[config.mk]
export PLATFORM = sky130hd
export DESIGN_NAME = line_bitmap_sram_allocator_core
export DESIGN_NICKNAME = d
export VERILOG_FILES = /design/src/rtl/lbsa_pkg.sv /design/src/rtl/line_bitmap_sram_allocator_core.sv
export VERILOG_INCLUDE_DIRS = /design/src /design/src/rtl
export SDC_FILE = /design/constraint.sdc
export NUM_CORES = 1
export LEC_CHECK = 0
export BUFFER_PORTS_ARGS = -buffer_cell sky130_fd_sc_hd__clkbuf_2
export CORE_UTILIZATION = 35
export CTS_CLUSTER_DIAMETER = 30
export CTS_CLUSTER_SIZE = 24
export DETAILED_ROUTE_END_ITERATION = 10
export PLACE_DENSITY_LB_ADDON = 0.15
export REMOVE_ABC_BUFFERS = 1
export SLEW_MARGIN = 10
export SYNTH_ARGS = -nofsm -noshare
export SYNTH_HDL_FRONTEND = slang
export SYNTH_SLANG_ARGS = --single-unit
[constraint.sdc]
create_clock -name aclk -period 34.9 [get_ports aclk]
set_input_delay 1.745 -clock aclk [delete_from_list [all_inputs] [get_ports aclk]]
set_output_delay 1.745 -clock aclk [all_outputs]
set_load 0.05 [all_outputs]
[src/rtl/assert_macros.svh]
// ----------------------------------------------------------------------------
// Assertion macros
// Shorthand for concurrent assertions on the block clock and reset.
// ----------------------------------------------------------------------------
`ifndef ASSERT_MACROS_SVH
`define ASSERT_MACROS_SVH

// The property must hold at every clock edge outside reset.
`define ASSERT_ALWAYS(label, prop, msg) \
    label: assert property (@(posedge aclk) disable iff (!aresetn) (prop)) \
        else $error(msg);

// The consequent must hold in the same cycle as the antecedent.
`define ASSERT_IMPLIES(label, ante, cons, msg) \
    label: assert property (@(posedge aclk) disable iff (!aresetn) (ante) |-> (cons)) \
        else $error(msg);

`endif

[src/rtl/lbsa_pkg.sv]
// ----------------------------------------------------------------------------
// lbsa_pkg
// Constants and codes for the line bitmap SRAM allocator.
// ----------------------------------------------------------------------------
package lbsa_pkg;

    localparam int LINE_BYTES_DEF = 32;
    localparam int SRAM_BYTES_DEF = 8 * 1024;

    localparam logic [31:0] BASE_UNSET = 32'hFFFF_FFFF;

    typedef logic [1:0] mark_t;

    localparam mark_t MARK_FREE = 2'd0;
    localparam mark_t MARK_USED = 2'd1;
    localparam mark_t MARK_LAST = 2'd3;

    typedef logic [1:0] status_t;

    localparam status_t STAT_ALLOC_OK      = 2'd0;
    localparam status_t STAT_ALLOC_REFUSED = 2'd1;
    localparam status_t STAT_FREED         = 2'd2;
    localparam status_t STAT_FREE_IGNORED  = 2'd3;

    localparam logic REQ_ALLOC = 1'b0;
    localparam logic REQ_FREE  = 1'b1;

endpackage

[src/rtl/line_bitmap_sram_allocator_core.sv]
// ----------------------------------------------------------------------------
// line_bitmap_sram_allocator_core
// First-fit line allocator: one 2-bit mark per SRAM line kept in a memory.
// ----------------------------------------------------------------------------
// One item is handled at a time. After reset the block sweeps the mark memory,
// one line per cycle, over all NUM_LINES lines (256 at the default sizes)
// before it takes its first item; configuration writes are taken throughout.
// An item is taken in an idle cycle. An allocate then checks the request,
// scans the lines (at most NUM_LINES of them), marks each line of the block
// and hands the result over. A free checks the request and, unless it starts
// at line 0, the mark of the line before it, walks the lines of the block,
// clears each of them and hands the result over. The single read port of the
// mark memory delivers one mark per cycle. The hand-over stalls while an
// earlier result still waits. A finished result is held in an output
// register, so the next item can be taken while the previous result still
// waits. LINE_BYTES must be a power of two; base_address may only be written
// while no item is in progress.
module line_bitmap_sram_allocator_core #(
    parameter int LINE_BYTES = lbsa_pkg::LINE_BYTES_DEF,
    parameter int SRAM_BYTES = lbsa_pkg::SRAM_BYTES_DEF
) (
    input  logic        aclk,
    input  logic        aresetn,

    input  logic        cfg_valid,
    output logic        cfg_ready,
    input  logic [31:0] cfg_base_address,

    input  logic        s_valid,
    output logic        s_ready,
    input  logic        s_req_type,
    input  logic [31:0] s_byte_count,
    input  logic [31:0] s_alignment,
    input  logic [31:0] s_block_address,

    output logic        m_valid,
    input  logic        m_ready,
    output logic [31:0] m_address,
    output logic [1:0]  m_status
);

    localparam int NUM_LINES  = SRAM_BYTES / LINE_BYTES;
    localparam int LINE_SHIFT = $clog2(LINE_BYTES);
    localparam int IDX_W      = (NUM_LINES > 1) ? $clog2(NUM_LINES) : 1;
    localparam int CNT_W      = $clog2(NUM_LINES + 1);
    localparam int ARI_W      = CNT_W + 2;

    localparam logic [ARI_W-1:0] NUM_LINES_A = ARI_W'(NUM_LINES);
    localparam logic [32:0]      NUM_LINES_W = 33'(NUM_LINES);
    localparam logic [32:0]      LINE_MASK_W = 33'(LINE_BYTES - 1);
    localparam logic [IDX_W-1:0] LAST_IDX    = IDX_W'(NUM_LINES - 1);

    typedef enum logic [2:0] {
        S_CLEAR,
        S_IDLE,
        S_CHECK,
        S_SCAN,
        S_PREV,
        S_WALK,
        S_FILL,
        S_DONE
    } state_t;

    state_t              state_reg, state_next;
    logic [IDX_W-1:0]    idx_reg, idx_next;
    logic [IDX_W-1:0]    cand_reg, cand_next;
    logic [IDX_W-1:0]    start_reg, start_next;
    logic [IDX_W-1:0]    hi_reg, hi_next;
    logic [CNT_W-1:0]    phase_reg, phase_next;
    logic [CNT_W-1:0]    runlen_reg, runlen_next;
    logic [CNT_W-1:0]    need_reg, need_next;
    logic [CNT_W-1:0]    step_reg, step_next;
    logic                fill_free_reg, fill_free_next;
    logic [31:0]         base_reg, base_next;
    logic                req_type_reg, req_type_next;
    logic [31:0]         byte_count_reg, byte_count_next;
    logic [31:0]         alignment_reg, alignment_next;
    logic [31:0]         block_address_reg, block_address_next;
    logic [31:0]         res_address_reg, res_address_next;
    lbsa_pkg::status_t   res_status_reg, res_status_next;
    logic                m_valid_reg, m_valid_next;
    logic [31:0]         m_address_reg, m_address_next;
    lbsa_pkg::status_t   m_status_reg, m_status_next;

    // Mark memory: one write port at idx_reg, one registered read port.
    lbsa_pkg::mark_t     mark_mem [NUM_LINES];
    lbsa_pkg::mark_t     mark_rdata_reg;
    logic                mem_we;
    lbsa_pkg::mark_t     mem_wdata;

    // Request checks.
    logic [32:0]         size_lines;
    logic [32:0]         align_lines;
    logic                alloc_ok;
    logic [31:0]         free_diff;
    logic [31:0]         free_start;
    logic                free_ok;

    // Scan arithmetic.
    logic [ARI_W-1:0]    jump_cand;
    logic                jump_fail;
    logic                run_done;
    logic [CNT_W-1:0]    phase_inc;

    assign cfg_ready = 1'b1;
    assign s_ready   = (state_reg == S_IDLE);
    assign m_valid   = m_valid_reg;
    assign m_address = m_address_reg;
    assign m_status  = m_status_reg;

    always_comb begin
        size_lines  = ({1'b0, byte_count_reg} + LINE_MASK_W) >> LINE_SHIFT;
        align_lines = (alignment_reg == 32'd0) ? 33'd1
                    : (({1'b0, alignment_reg} + LINE_MASK_W) >> LINE_SHIFT);
        alloc_ok    = (base_reg != lbsa_pkg::BASE_UNSET) && (byte_count_reg != 32'd0)
                   && (size_lines <= NUM_LINES_W) && (align_lines <= NUM_LINES_W);

        free_diff   = block_address_reg - base_reg;
        free_start  = free_diff >> LINE_SHIFT;
        free_ok     = (block_address_reg != 32'd0)
                   && (block_address_reg[LINE_SHIFT-1:0] == '0)
                   && (block_address_reg >= base_reg)
                   && (free_start < 32'(NUM_LINES));

        // On a used line the next candidate is the first aligned start past it.
        jump_cand = ARI_W'(idx_reg) - ARI_W'(phase_reg) + ARI_W'(step_reg);
        jump_fail = (jump_cand + ARI_W'(need_reg)) > NUM_LINES_A;
        run_done  = (ARI_W'(runlen_reg) + ARI_W'(1)) == ARI_W'(need_reg);
        phase_inc = ((phase_reg + CNT_W'(1)) == step_reg) ? '0 : phase_reg + CNT_W'(1);
    end

    always_comb begin
        state_next         = state_reg;
        idx_next           = idx_reg;
        cand_next          = cand_reg;
        start_next         = start_reg;
        hi_next            = hi_reg;
        phase_next         = phase_reg;
        runlen_next        = runlen_reg;
        need_next          = need_reg;
        step_next          = step_reg;
        fill_free_next     = fill_free_reg;
        base_next          = cfg_valid ? cfg_base_address : base_reg;
        req_type_next      = req_type_reg;
        byte_count_next    = byte_count_reg;
        alignment_next     = alignment_reg;
        block_address_next = block_address_reg;
        res_address_next   = res_address_reg;
        res_status_next    = res_status_reg;
        m_valid_next       = (m_valid_reg && m_ready) ? 1'b0 : m_valid_reg;
        m_address_next     = m_address_reg;
        m_status_next      = m_status_reg;
        mem_we             = 1'b0;
        mem_wdata          = lbsa_pkg::MARK_FREE;

        case (state_reg)
            S_CLEAR: begin
                mem_we = 1'b1;
                if (idx_reg == LAST_IDX) begin
                    idx_next   = '0;
                    state_next = S_IDLE;
                end else begin
                    idx_next = idx_reg + IDX_W'(1);
                end
            end
            S_IDLE: begin
                if (s_valid) begin
                    req_type_next      = s_req_type;
                    byte_count_next    = s_byte_count;
                    alignment_next     = s_alignment;
                    block_address_next = s_block_address;
                    state_next         = S_CHECK;
                end
            end
            S_CHECK: begin
                res_address_next = '0;
                if (req_type_reg == lbsa_pkg::REQ_ALLOC) begin
                    if (!alloc_ok) begin
                        res_status_next = lbsa_pkg::STAT_ALLOC_REFUSED;
                        state_next      = S_DONE;
                    end else begin
                        need_next   = CNT_W'(size_lines);
                        step_next   = CNT_W'(align_lines);
                        cand_next   = '0;
                        idx_next    = '0;
                        phase_next  = '0;
                        runlen_next = '0;
                        state_next  = S_SCAN;
                    end
                end else begin
                    if (!free_ok) begin
                        res_status_next = lbsa_pkg::STAT_FREE_IGNORED;
                        state_next      = S_DONE;
                    end else begin
                        start_next = IDX_W'(free_start);
                        if (IDX_W'(free_start) != '0) begin
                            idx_next   = IDX_W'(free_start) - IDX_W'(1);
                            state_next = S_PREV;
                        end else begin
                            idx_next   = '0;
                            state_next = S_WALK;
                        end
                    end
                end
            end
            S_SCAN: begin
                if (mark_rdata_reg == lbsa_pkg::MARK_FREE) begin
                    if (run_done) begin
                        hi_next          = idx_reg;
                        fill_free_next   = 1'b0;
                        res_address_next = base_reg + (32'(cand_reg) << LINE_SHIFT);
                        res_status_next  = lbsa_pkg::STAT_ALLOC_OK;
                        idx_next         = cand_reg;
                        state_next       = S_FILL;
                    end else begin
                        idx_next    = idx_reg + IDX_W'(1);
                        phase_next  = phase_inc;
                        runlen_next = runlen_reg + CNT_W'(1);
                    end
                end else if (jump_fail) begin
                    res_status_next = lbsa_pkg::STAT_ALLOC_REFUSED;
                    state_next      = S_DONE;
                end else begin
                    cand_next   = IDX_W'(jump_cand);
                    idx_next    = IDX_W'(jump_cand);
                    phase_next  = '0;
                    runlen_next = '0;
                end
            end
            S_PREV: begin
                // A used mark just before the start line means a mid-block address.
                if (mark_rdata_reg == lbsa_pkg::MARK_USED) begin
                    res_status_next = lbsa_pkg::STAT_FREE_IGNORED;
                    state_next      = S_DONE;
                end else begin
                    idx_next   = start_reg;
                    state_next = S_WALK;
                end
            end
            S_WALK: begin
                if (mark_rdata_reg == lbsa_pkg::MARK_FREE) begin
                    res_status_next = lbsa_pkg::STAT_FREE_IGNORED;
                    state_next      = S_DONE;
                end else if (mark_rdata_reg == lbsa_pkg::MARK_LAST) begin
                    hi_next         = idx_reg;
                    fill_free_next  = 1'b1;
                    res_status_next = lbsa_pkg::STAT_FREED;
                    idx_next        = start_reg;
                    state_next      = S_FILL;
                end else if (idx_reg == LAST_IDX) begin
                    res_status_next = lbsa_pkg::STAT_FREE_IGNORED;
                    state_next      = S_DONE;
                end else begin
                    idx_next = idx_reg + IDX_W'(1);
                end
            end
            S_FILL: begin
                mem_we = 1'b1;
                if (fill_free_reg) begin
                    mem_wdata = lbsa_pkg::MARK_FREE;
                end else if (idx_reg == hi_reg) begin
                    mem_wdata = lbsa_pkg::MARK_LAST;
                end else begin
                    mem_wdata = lbsa_pkg::MARK_USED;
                end
                if (idx_reg == hi_reg) begin
                    state_next = S_DONE;
                end else begin
                    idx_next = idx_reg + IDX_W'(1);
                end
            end
            S_DONE: begin
                if (!m_valid_reg || m_ready) begin
                    m_valid_next   = 1'b1;
                    m_address_next = res_address_reg;
                    m_status_next  = res_status_reg;
                    state_next     = S_IDLE;
                end
            end
            default: begin
                state_next = S_IDLE;
            end
        endcase
    end

    always_ff @(posedge aclk) begin
        if (mem_we) begin
            mark_mem[idx_reg] <= mem_wdata;
        end
        mark_rdata_reg <= mark_mem[idx_next];
    end

    always_ff @(posedge aclk) begin
        if (!aresetn) begin
            state_reg   <= S_CLEAR;
            idx_reg     <= '0;
            m_valid_reg <= 1'b0;
            base_reg    <= lbsa_pkg::BASE_UNSET;
        end else begin
            state_reg   <= state_next;
            idx_reg     <= idx_next;
            m_valid_reg <= m_valid_next;
            base_reg    <= base_next;
        end
        cand_reg          <= cand_next;
        start_reg         <= start_next;
        hi_reg            <= hi_next;
        phase_reg         <= phase_next;
        runlen_reg        <= runlen_next;
        need_reg          <= need_next;
        step_reg          <= step_next;
        fill_free_reg     <= fill_free_next;
        req_type_reg      <= req_type_next;
        byte_count_reg    <= byte_count_next;
        alignment_reg     <= alignment_next;
        block_address_reg <= block_address_next;
        res_address_reg   <= res_address_next;
        res_status_reg    <= res_status_next;
        m_address_reg     <= m_address_next;
        m_status_reg      <= m_status_next;
    end

`include "assert_macros.svh"

    `ASSERT_IMPLIES(a_scan_behind_cand, state_reg == S_SCAN, idx_reg >= cand_reg, "scan index fell below the candidate start line")
    `ASSERT_IMPLIES(a_fill_in_range, state_reg == S_FILL, idx_reg <= hi_reg, "fill pointer ran past the end of the block")
    `ASSERT_ALWAYS(a_free_addr_zero, !(m_valid && (m_status == lbsa_pkg::STAT_FREED || m_status == lbsa_pkg::STAT_FREE_IGNORED || m_status == lbsa_pkg::STAT_ALLOC_REFUSED)) || (m_address == 32'd0), "non-allocation result carries a non-zero address")

endmodule
**Yosys cells after proc, flatten, opt, wreduce, memory -nomap -nowiden**

Memories as Yosys holds them, arrays and structs flattened. A register that Yosys moved wholly into a read port is not among the register bits.
Index checks and enable logic that the tools add are counted.

- Output and inout bits: 37
- Bits of input ports: 134
- Memories: 1
- Logic and storage cells: 182
- Memory bits (writable): 512
- Flip-flop bits (word level): 270
- Bits in latches: 0
- ROM bits: 0

Memory list:

| memory | words | bits a word | read ports | clocked after memory_dff | wr ports | RTL line | source |
|---|---|---|---|---|---|---|---|
| mark_mem | 256 | 2 | 1 | 1 | 1 | line_bitmap_sram_allocator_core.sv:86 | `lbsa_pkg::mark_t mark_mem [NUM_LINES];` |

- $mul: 0
- Reductions and logical operators: 30
- $lt $le $gt $ge: 5
- Equal/unequal tests: 34
- Multiplexer cells: 79
- Add/subtract/negate cells: 12
- Bitwise logic cells: 1
- Divide/modulo/power cells: 0
- Shift operators: 0

Operator list:

| kind | count |
|---|---|
| two-way mux 8 bit | 21 |
| two-way mux 9 bit | 8 |
| adder 32 x 5 -> 33 bit (second input constant) | 2 |
| two-way mux 32 bit | 2 |
| case mux 32 bit (2 select lines) | 1 |
| nonzero test 32 bit | 2 |
| <= comparator 28 x 9 -> 1 bit (second input constant) | 2 |
| case mux 8 bit (6 select lines) | 1 |
| two-way mux 3 bit | 12 |
| case mux 9 bit (2 select lines) | 2 |
| adder 32 x 13 -> 32 bit | 1 |
| greater-or-equal comparator 32 bit | 1 |
| logical NOT 32 bit | 1 |
| inequality test 32 bit (second input constant) | 1 |
| case mux 8 bit (2 select lines) | 2 |
| subtractor 32 bit | 1 |
| two-way mux 2 bit | 15 |
| two-way mux 28 bit | 1 |
| less-than comparator 27 x 9 -> 1 bit (second input constant) | 1 |
| inequality test 2 bit (second input constant) | 13 |
| case mux 3 bit (8 select lines) | 1 |
| adder 9 x 1 -> 9 bit (second input constant) | 2 |
| inequality test 3 bit (second input constant) | 6 |
| AND reduction 5 bit | 3 |
| other kinds (34) | 59 |

**Depth between registers and ports, before layout**

Gate-level depths: netlist (run 1).

- Depth after elaboration: 7
- Mapped depth: 37

**Worst setup path before layout (run 1)**

No wires, ideal clock.

- Path kind: reg-to-reg
- Start point: register state_reg[1]
- End point: memory mark_mem[0][1] (netlist name) (data pin)
- Library setup time: 0.872 ns
- Setup slack: 23.409 ns
- Arrival time: 10.619 ns
- Required time: 34.028 ns
- Cell stages (with the launch flop): 6
- Path through: dfxtp_1 clkbuf_1 clkbuf_1 nand3b_1 nor2_1 and3_1

- Longest elaborated chain between the ends: 2

RTL lines:

| element | RTL line | source |
|---|---|---|
| from (decl) | line_bitmap_sram_allocator_core.sv:64 | `state_t state_reg, state_next;` |
| from (signal assigned) | line_bitmap_sram_allocator_core.sv:300 | `state_reg <= state_next;` |
| equality test 3 bit | line_bitmap_sram_allocator_core.sv:156 | `case (state_reg)` |
| two-way mux 2 bit | line_bitmap_sram_allocator_core.sv:156 |  |
| via mem_wdata[1] | line_bitmap_sram_allocator_core.sv:89 | `lbsa_pkg::mark_t mem_wdata;` |
| to (decl) | line_bitmap_sram_allocator_core.sv:86 |  |

The timed path passes the listed nets, and every way through them passes these cells.

**Worst setup path after layout (run 1)**

- Start point: register idx_reg[0]
- End point: register mark_rdata_reg[1] (read register of mark_mem)

- Longest elaborated chain between the ends: 7
- Elaborated cells on any way between the ends: 20

RTL lines:

| element | RTL line | source |
|---|---|---|
| from (decl) | line_bitmap_sram_allocator_core.sv:65 | `logic [IDX_W-1:0] idx_reg, idx_next;` |
| from (signal assigned) | line_bitmap_sram_allocator_core.sv:301 | `idx_reg <= idx_next;` |
| subtractor 8 x 9 -> 10 bit * | line_bitmap_sram_allocator_core.sv:126 | `jump_cand = ARI_W'(idx_reg) - ARI_W'(phase_reg) + ARI_W'(step_reg);` |
| adder 10 x 10 -> 11 bit * | line_bitmap_sram_allocator_core.sv:126 |  |
| via jump_cand[6] | line_bitmap_sram_allocator_core.sv:100 | `logic [ARI_W-1:0] jump_cand;` |
| adder 11 x 9 -> 11 bit | line_bitmap_sram_allocator_core.sv:127 | `jump_fail = (jump_cand + ARI_W'(need_reg)) > NUM_LINES_A;` |
| greater-than comparator 11 x 9 -> 1 bit | line_bitmap_sram_allocator_core.sv:127 |  |
| two-way mux 8 bit * | line_bitmap_sram_allocator_core.sv:220 | `end else if (jump_fail) begin` |
| two-way mux 8 bit * | line_bitmap_sram_allocator_core.sv:207 | `if (mark_rdata_reg == lbsa_pkg::MARK_FREE) begin` |
| case mux 8 bit (6 select lines) * | line_bitmap_sram_allocator_core.sv:156 |  |
| to (decl) | line_bitmap_sram_allocator_core.sv:87 | `lbsa_pkg::mark_t mark_rdata_reg;` |

Mark *: on every way through the listed nets, which the timed path passes. The rest lies on a longest branch.
A chain may end at the register's enable or synchronous reset.

==> flow_summary_export.csv, run 1 <==
group,metric,value,unit
timing,worst_pin_slew,1.31,ns
die,dieWidth,334,um
logic_synthesis,synth_cells,3268,
global_routing,grt_use_met3,3.61,%
setup_path,startpoint_type,"register",
cells_and_area,n_fill_cell,10181,
route,drt-total-wl,114,mm
cells_and_area,area_delta_synth_final,22.3,%
timing,fin_crit,9.60,ns
clock_tree,insertion_delay,0.80,ns
timing,rsz0062_at_grt,"no",
power,finalPower,2950,uW
power,p_per_area,62.6,nW/um^2
cells_and_area,antenna-diode-count,0,
clock_tree,cts-buffers-inserted,181,
global_routing,met2_usage,33.0,%
placement,dp_hpwl,74.2,mm
setup_path,worst-endpoint-required,35.63,ns
power,ir_drop,0.0443,mV
clock_tree,cts_num_sinks,784,
logic_synthesis,yosysTopAreaCellShare,57.6,%
placement,place.gp.congestion,0.861,
route,vias_per_cell,5.35,
cells_and_area,final_cell_mix,"edfxtp_1 (738), nor2_1 (418), nand2_1 (385)",
timing,finalMaxSlewViolations,0,
timing,hold_viol_final,0,
global_routing,antenna_found_initial,5,
clock_tree,root_buffer,"clkbuf_16",
run_status,outcome,"completed",
setup_path,slowest_stage,"a311oi_1",
logic_synthesis,netlist_area,38500,sq um
route,initialDrtViolationCount,2027,
timing,fin_tns_setup,0,ns
cells_and_area,fin_nets,3719,
clock_tree,ctsResizeCount,0,
setup_path,cpLargestDelayFamily,"compound AO/OA/AOI/OAI gates",
die,die_y,334,um
die,fp.dieArea,111000,sq um
clock_tree,cts_hold_buf,0,
setup_path,cp-end-kind,"register",
timing,slew_headroom,12.9,%
timing,timing.final.ws_setup,25.30,ns
clock_tree,clkSlewWorstSetupHoldPaths,0.05,ns
route,wl_per_cell,22.5,um
setup_path,crit_arrival,10.33,ns
global_routing,grt.busiest_layer,"met2",
hold_path,min_from,"res_address_reg[2]",
timing,fmax,0.104,GHz
hold_path,hold_class,"register to register",
power,p_leak,0.0162,uW
timing,setup_viol,0,
die,core,109000,sq um
die,rows,121,
logic_synthesis,synth_cell_types,107,
logic_synthesis,ys_seq_area_share,60.0,%
job,max_cap_viol_count,0,
logic_synthesis,ys_seq_elements,784,
global_routing,grt.total_usage,20.3,%
clock_tree,cts_tree,"yes",
global_routing,grt_pass1_vias,27807,
logic_synthesis,synth.area.top_cells,"edfxtp_1 (58%), mux2i_1 (4.9%), nor2_1 (4.1%), nand2_1 (3.8%), ha_1 (2.6%)",
clock_tree,postCtsSetupBuffers,0,
hold_path,min_to,"m_address[2]",
cells_and_area,fin_area,47100,sq um
setup_path,regToRegEndpoint,"mark_rdata_reg[1]",
route,drc_errors,0,
hold_path,hold-path-cell-count,0,
cells_and_area,regMostFlops,"mark_mem",
global_routing,grt-ovfl-total,0,
global_routing,grt_max_degree,258,
cells_and_area,final_common_cell,"edfxtp_1",
global_routing,grtUsageMet1,26.9,%
die,ios,171,
setup_path,critPathKind,"register to register",
cells_and_area,drive_above_1_share,16.6,%
setup_path,reg2reg_setup_slack,25.30,ns
placement,dpl_cell_area,40700,sq um
setup_path,cp_max_fo,61,
global_routing,grt_pass1_wl,171,mm
logic_synthesis,synthFlopType,"edfxtp_1",
route,num_vias,27129,
placement,port_buffers,169,
setup_path,cpPeakStageDelay,0.89,ns
placement,place_ws,25.21,ns
timing,period_share,27.5,%
timing,finClkSkew,0.0748,ns
clock_tree,htreeDepth,4,
logic_synthesis,yosys_warnings,0,
logic_synthesis,yosysTopAreaCell,"edfxtp_1",
route,final_antenna_net_count,0,
cells_and_area,largest_reg_flops,512,
route,drtPass1Iterations,5,
setup_path,reg2reg_from,"idx_reg[0]",
clock_tree,clock_path_buffers,3,
logic_synthesis,synth-async-reset-ratio,0,%
logic_synthesis,syn_area_per_cell,11.8,sq um
setup_path,ff2ff_path_depth,30,
logic_synthesis,synth_edf_count,738,
die,start_util,35.3,%
setup_path,critPathBufInv,4,
-- worst max-delay path by stage --
| stage | start | endpoint | cells after the start | slack, ns |
|---|---|---|---|---|
| 6_report | idx_reg[0] | mark_rdata_reg[1] | 30 | 25.30 |
| 5_1_grt | idx_reg[0] | mark_rdata_reg[1] | 30 | 24.57 |
| 4_1_cts | idx_reg[0] | mark_rdata_reg[1] | 30 | 25.21 |
| 3_5_place_dp | idx_reg[0] | mark_rdata_reg[1] | 30 | 25.21 |
| 3_3_place_gp | idx_reg[0] | mark_rdata_reg[1] | 30 | 25.39 |
| 2_1_floorplan | state_reg[2] | mark_mem[0][1] | 3 | 23.63 |
-- Yosys cell counts, types with 24 or more instances --
master and number:
clkbuf_1 90, nor2b_1 25, inv_1 89, o21ai_0 65
nor2_1 421, buf_2 42, xnor2_1 81, nand3_1 104
nand4_1 44, edfxtp_1 738, a32oi_1 24, o211ai_1 46
nor3_1 43, a31oi_1 24, a21oi_1 116, nand2_1 386
dfxtp_1 46, ha_1 79, mux2i_1 189, and2_1 24
nand2b_1 28, and3_1 39, xor2_1 36, nor4_1 45
-- worst reg2reg max path, delay by kind of cell, from the launching register on --
kind	cells	cell delay (ns)
AO/OA/AOI/OAI	13	4.29
XOR/XNOR	2	0.37
adder cells (fa/ha/maj)	4	1.27
buffers and inverters	4	1.93
flip-flops	1	0.48
AND/OR/NAND/NOR	7	1.23
-- per-stage QoR --
| stage | util, % | instances | hold slack (ns) |
|---|---|---|---|
| 2_1_floorplan | - | 3093 | 0.400 |
| 3_3_place_gp | 37.3 | 4733 | 0.403 |
| 5_1_grt | 43.2 | 5073 | 0.419 |
| 3_5_place_dp | 37.3 | 4733 | 0.405 |
| 6_report | 43.2 | 5073 | 0.406 |
| 4_1_cts | 43.2 | 5073 | 0.410 |
-- routing by layer --
metal  wire length (um)  vias to the layer above  part of all wire (%)
met5                 30                        -                 0.026
met4               3560                        4                   3.1
met3               6380                      209                   5.6
met2              53500                      851                    47
met1              50500                    13251                    44
li1                   -                    12814                     -
-- area by class of cell --
| cell class | instances | area, sq um | share of cell area, % |
|---|---|---|---|
| clock buffer | 198 | 4600 | 9.77 |
| clock inverter | 142 | 1820 | 3.86 |
| inverter | 90 | 338 | 0.717 |
| multi-input combinational | 2219 | 14200 | 30.1 |
| sequential | 784 | 23100 | 49.0 |
| tap | 1414 | 1770 | 3.76 |
| timing repair buffer | 226 | 1300 | 2.76 |
-- cells by family after synthesis --
group | Yosys count | synth area share [%]
AOI/OAI and AO/OA | 550 | 10.4
DFF | 784 | 60.0
buffers and inverters | 265 | 3.43
muxes | 199 | 5.38
xor gates and xnor gates | 118 | 2.72
adders and majority gates | 83 | 2.78
and+or+nand+nor | 1268 | 15.4
other | 1 | 0.00974
-- report_power, final --
part	total, uW	leakage (uW)	internal [uW]	switching, uW
combinational	189	0.00697	66.4	122
clock	1730	0.00306	1140	586
sequential	1030	0.00621	1020	4.81
(Power assumes the default switching activity.)
==> run 2: changes to the inputs <==
--- a/config.mk
+++ b/config.mk
@@ -6,6 +6,7 @@
 export SDC_FILE = /design/constraint.sdc
 export NUM_CORES = 1
 export LEC_CHECK = 0
+export ABC_AREA = 1
 export BUFFER_PORTS_ARGS = -buffer_cell sky130_fd_sc_hd__clkbuf_2
 export CORE_UTILIZATION = 35
 export CTS_CLUSTER_DIAMETER = 30
==> constraint.sdc (replaced) <==
create_clock -name aclk -period 9.1 [get_ports aclk]
set_input_delay 0.455 -clock aclk [delete_from_list [all_inputs] [get_ports aclk]]
set_output_delay 0.455 -clock aclk [all_outputs]
set_load 0.05 [all_outputs]
==> flow_summary_export.csv, run 2 <==
group,metric,value,unit
logic_synthesis,ys_seq_elements,784,
timing,period_share,84.6,%
power,p_switching,8340,uW
placement,placed_cells,6123,
die,fp.dieArea,119000,sq um
timing,slew_headroom,21.3,%
logic_synthesis,synth_edf_count,738,
setup_path,critPathLaunch,"idx_reg[0]",
job,max_cap_viol_count,0,
clock_tree,clkSlewWorstSetupHoldPaths,0.04,ns
die,rows,125,
setup_path,cpPeakStageDelay,0.78,ns
power,combPwrFrac,43.2,%
logic_synthesis,synthFlopType,"edfxtp_1",
cells_and_area,regMostFlops,"mark_mem",
power,p_per_area,384,nW/um^2
setup_path,critPathMostFrequentCell,"nand3_1",
setup_path,reg2reg_from,"idx_reg[0]",
timing,hold_viol_final,0,
cells_and_area,stdcell_count,6613,
clock_tree,insertion_delay,0.78,ns
logic_synthesis,ys_seq_area_share,56.3,%
timing,rsz0062_at_grt,"no",
setup_path,worst-endpoint-required,9.81,ns
logic_synthesis,synth-async-reset-ratio,0,%
global_routing,grt_pass1_wl,191,mm
setup_path,critPathKind,"register to register",
global_routing,grt_pass1_vias,32610,
power,ir_drop,0.595,mV
clock_tree,cts_num_sinks,784,
power,clock_power_share,34.7,%
hold_path,hold_class,"input port to register",
cells_and_area,antenna-diode-count,0,
timing,finalMaxSlewViolations,0,
cells_and_area,drive_above_1_share,11.9,%
power,p_sw_share,42.3,%
route,drc_errors,0,
timing,setup_viol,0,
placement,port_buffers,169,
die,dieWidth,344,um
power,pwr-share-seq,22.1,%
logic_synthesis,synth_cell_types,61,
clock_tree,cts-buffers-inserted,193,
route,drtPass1Iterations,7,
cells_and_area,largest_reg_flops,512,
clock_tree,root_buffer,"clkbuf_16",
logic_synthesis,synth.area.top_cells,"edfxtp_1 (54%), nand2_1 (9.2%), nand3_1 (7.0%), inv_1 (5.9%), nor2_1 (5.0%)",
route,drt-total-wl,126,mm
setup_path,slowest_stage,"buf_4",
clock_tree,cts_tree,"yes",
timing,fin_crit,7.69,ns
clock_tree,clock_path_buffers,3,
clock_tree,htreeDepth,4,
cells_and_area,final_cell_mix,"nand2_1 (1005), edfxtp_1 (738), inv_1 (641)",
die,die_y,344,um
route,final_antenna_net_count,0,
power,p_int,11400,uW
setup_path,reg2reg_setup_slack,1.41,ns
setup_path,cpLargestDelayFamily,"simple AND/OR/NAND/NOR gates",
global_routing,grt-ovfl-total,0,
logic_synthesis,ys_top_cells_by_count,"nand2_1 (1009), edfxtp_1 (738), inv_1 (643)",
run_status,outcome,"completed",
timing,finClkSkew,0.0405,ns
route,num_vias,32555,
setup_path,crit_arrival,8.40,ns
die,start_util,35.3,%
setup_path,cp-end-kind,"register",
setup_path,critPathBufInv,6,
route,wl_per_cell,19.0,um
route,vias_per_cell,4.92,
die,core,116000,sq um
logic_synthesis,syn_area_per_cell,9.00,sq um
logic_synthesis,yosysTopAreaCell,"edfxtp_1",
setup_path,startpoint_type,"register",
clock_tree,postCtsSetupBuffers,0,
placement,dpl_cell_area,43400,sq um
route,initialDrtViolationCount,2250,
logic_synthesis,synth_cells,4559,
logic_synthesis,yosys_warnings,0,
timing,fmax,0.130,GHz
global_routing,antenna_found_initial,0,
global_routing,grt.total_usage,21.2,%
placement,place.gp.congestion,0.898,
cells_and_area,fin_nets,5141,
hold_path,min_from,"m_ready",
cells_and_area,final_common_cell,"nand2_1",
die,ios,171,
setup_path,cp_max_fo,70,
logic_synthesis,yosysTopAreaCellShare,54.0,%
cells_and_area,area_delta_synth_final,25.1,%
logic_synthesis,yosysMostFrequentCell,"nand2_1",
logic_synthesis,netlist_area,41000,sq um
timing,worst_pin_slew,1.18,ns
cells_and_area,n_fill_cell,11400,
power,p_leak,0.0217,uW
global_routing,grt_max_degree,192,
placement,dp_hpwl,79.3,mm
cells_and_area,fin_area,51300,sq um
[run 2: changes by cell type in the layout (fill, tap and decap cells not counted), moves of 28 or more]
cell and delta:
dlygate4sd3_1 +130, nand2_1 +620, and3_1 -37, nor4_1 -31, nor2_1 +127, mux2i_1 -189
nand3_1 +470, nand2b_1 -28, o21ai_0 +29, nand3b_1 +145, inv_1 +552, xnor2_1 -63
[run 2: logic make-up after synthesis]
group	after synthesis	share of synthesized area (%)
buffers and inverters	847	8.38
other	1	0.00914
adder cells (fa/ha/maj)	83	2.60
flip-flops	784	56.3
AND/OR/NAND/NOR	2457	26.6
AO/OA/AOI/OAI	315	4.58
XOR/XNOR	72	1.54
[run 2: power groups by stage]
stage	clock network [uW]	registers (uW)	logic (uW)
5_1_grt	7120	4380	9460
6_report	6830	4360	8510
3_3_place_gp	0	4420	8450
2_1_floorplan	0	4410	5630
3_5_place_dp	0	4420	8450
4_1_cts	6930	4360	8530
[run 2: final cells by class]
type                    count  area, sq um  share of cell area, %
clock inverters           129         1520                   2.96
flip-flops and latches    784        23100                   45.0
clock buffers             231         5080                   9.89
well taps                1524         1910                   3.71
multi-input cells        2928        14600                   28.5
inverters                 665         2500                   4.87
repair buffers            352         2620                   5.10
[run 2: path summary, 6_finish.rpt]
| path | end | cells after the start |
|---|---|---|
| max reg2reg | mark_rdata_reg[1] | 36 |
| min | m_valid | 3 |
| min reg2reg | m_address[21] | 0 |
| max | mark_rdata_reg[1] | 36 |
[run 2: worst register-to-register path: cells and delay by family (launching register included)]
kind / cells / cell delay, ns
AOI/OAI and AO/OA: 7 / 1.32
and+or+nand+nor: 17 / 2.54
buffers and inverters: 6 / 1.46
DFF: 1 / 0.47
xor gates and xnor gates: 2 / 0.55
adders and majority gates: 4 / 1.33
[run 2: per-layer routing]
metal  routed length, um  vias up  global-route usage, %
li1                    -    16028                      -
met1               56700    15447                   28.2
met2               59600      883                   35.1
met3                6260      197                   3.57
met4                3170        0                   7.05
met5                   0        -                      0
[run 2: timing repair]
| item | 4_1_cts | 5_1_grt |
|---|---|---|
| resized for setup | 0 | 0 |
| hold endpoints to repair | 131 | 0 |
| hold buffers | 130 | 0 |
[run 2: per-stage QoR]
step	worst slack, ns	hold WS [ns]	util, %	setup TNS [ns]	total power (uW)
after floorplan	-3.64	0.400	-	-933.52	10000
after global placement	1.35	0.401	37.4	0	12900
after detailed placement	1.34	0.405	37.4	0	12900
after CTS	1.31	0.0954	44.2	0	19800
after global routing	0.627	0.149	44.2	0	21000
final	1.41	0.156	44.2	0	19700
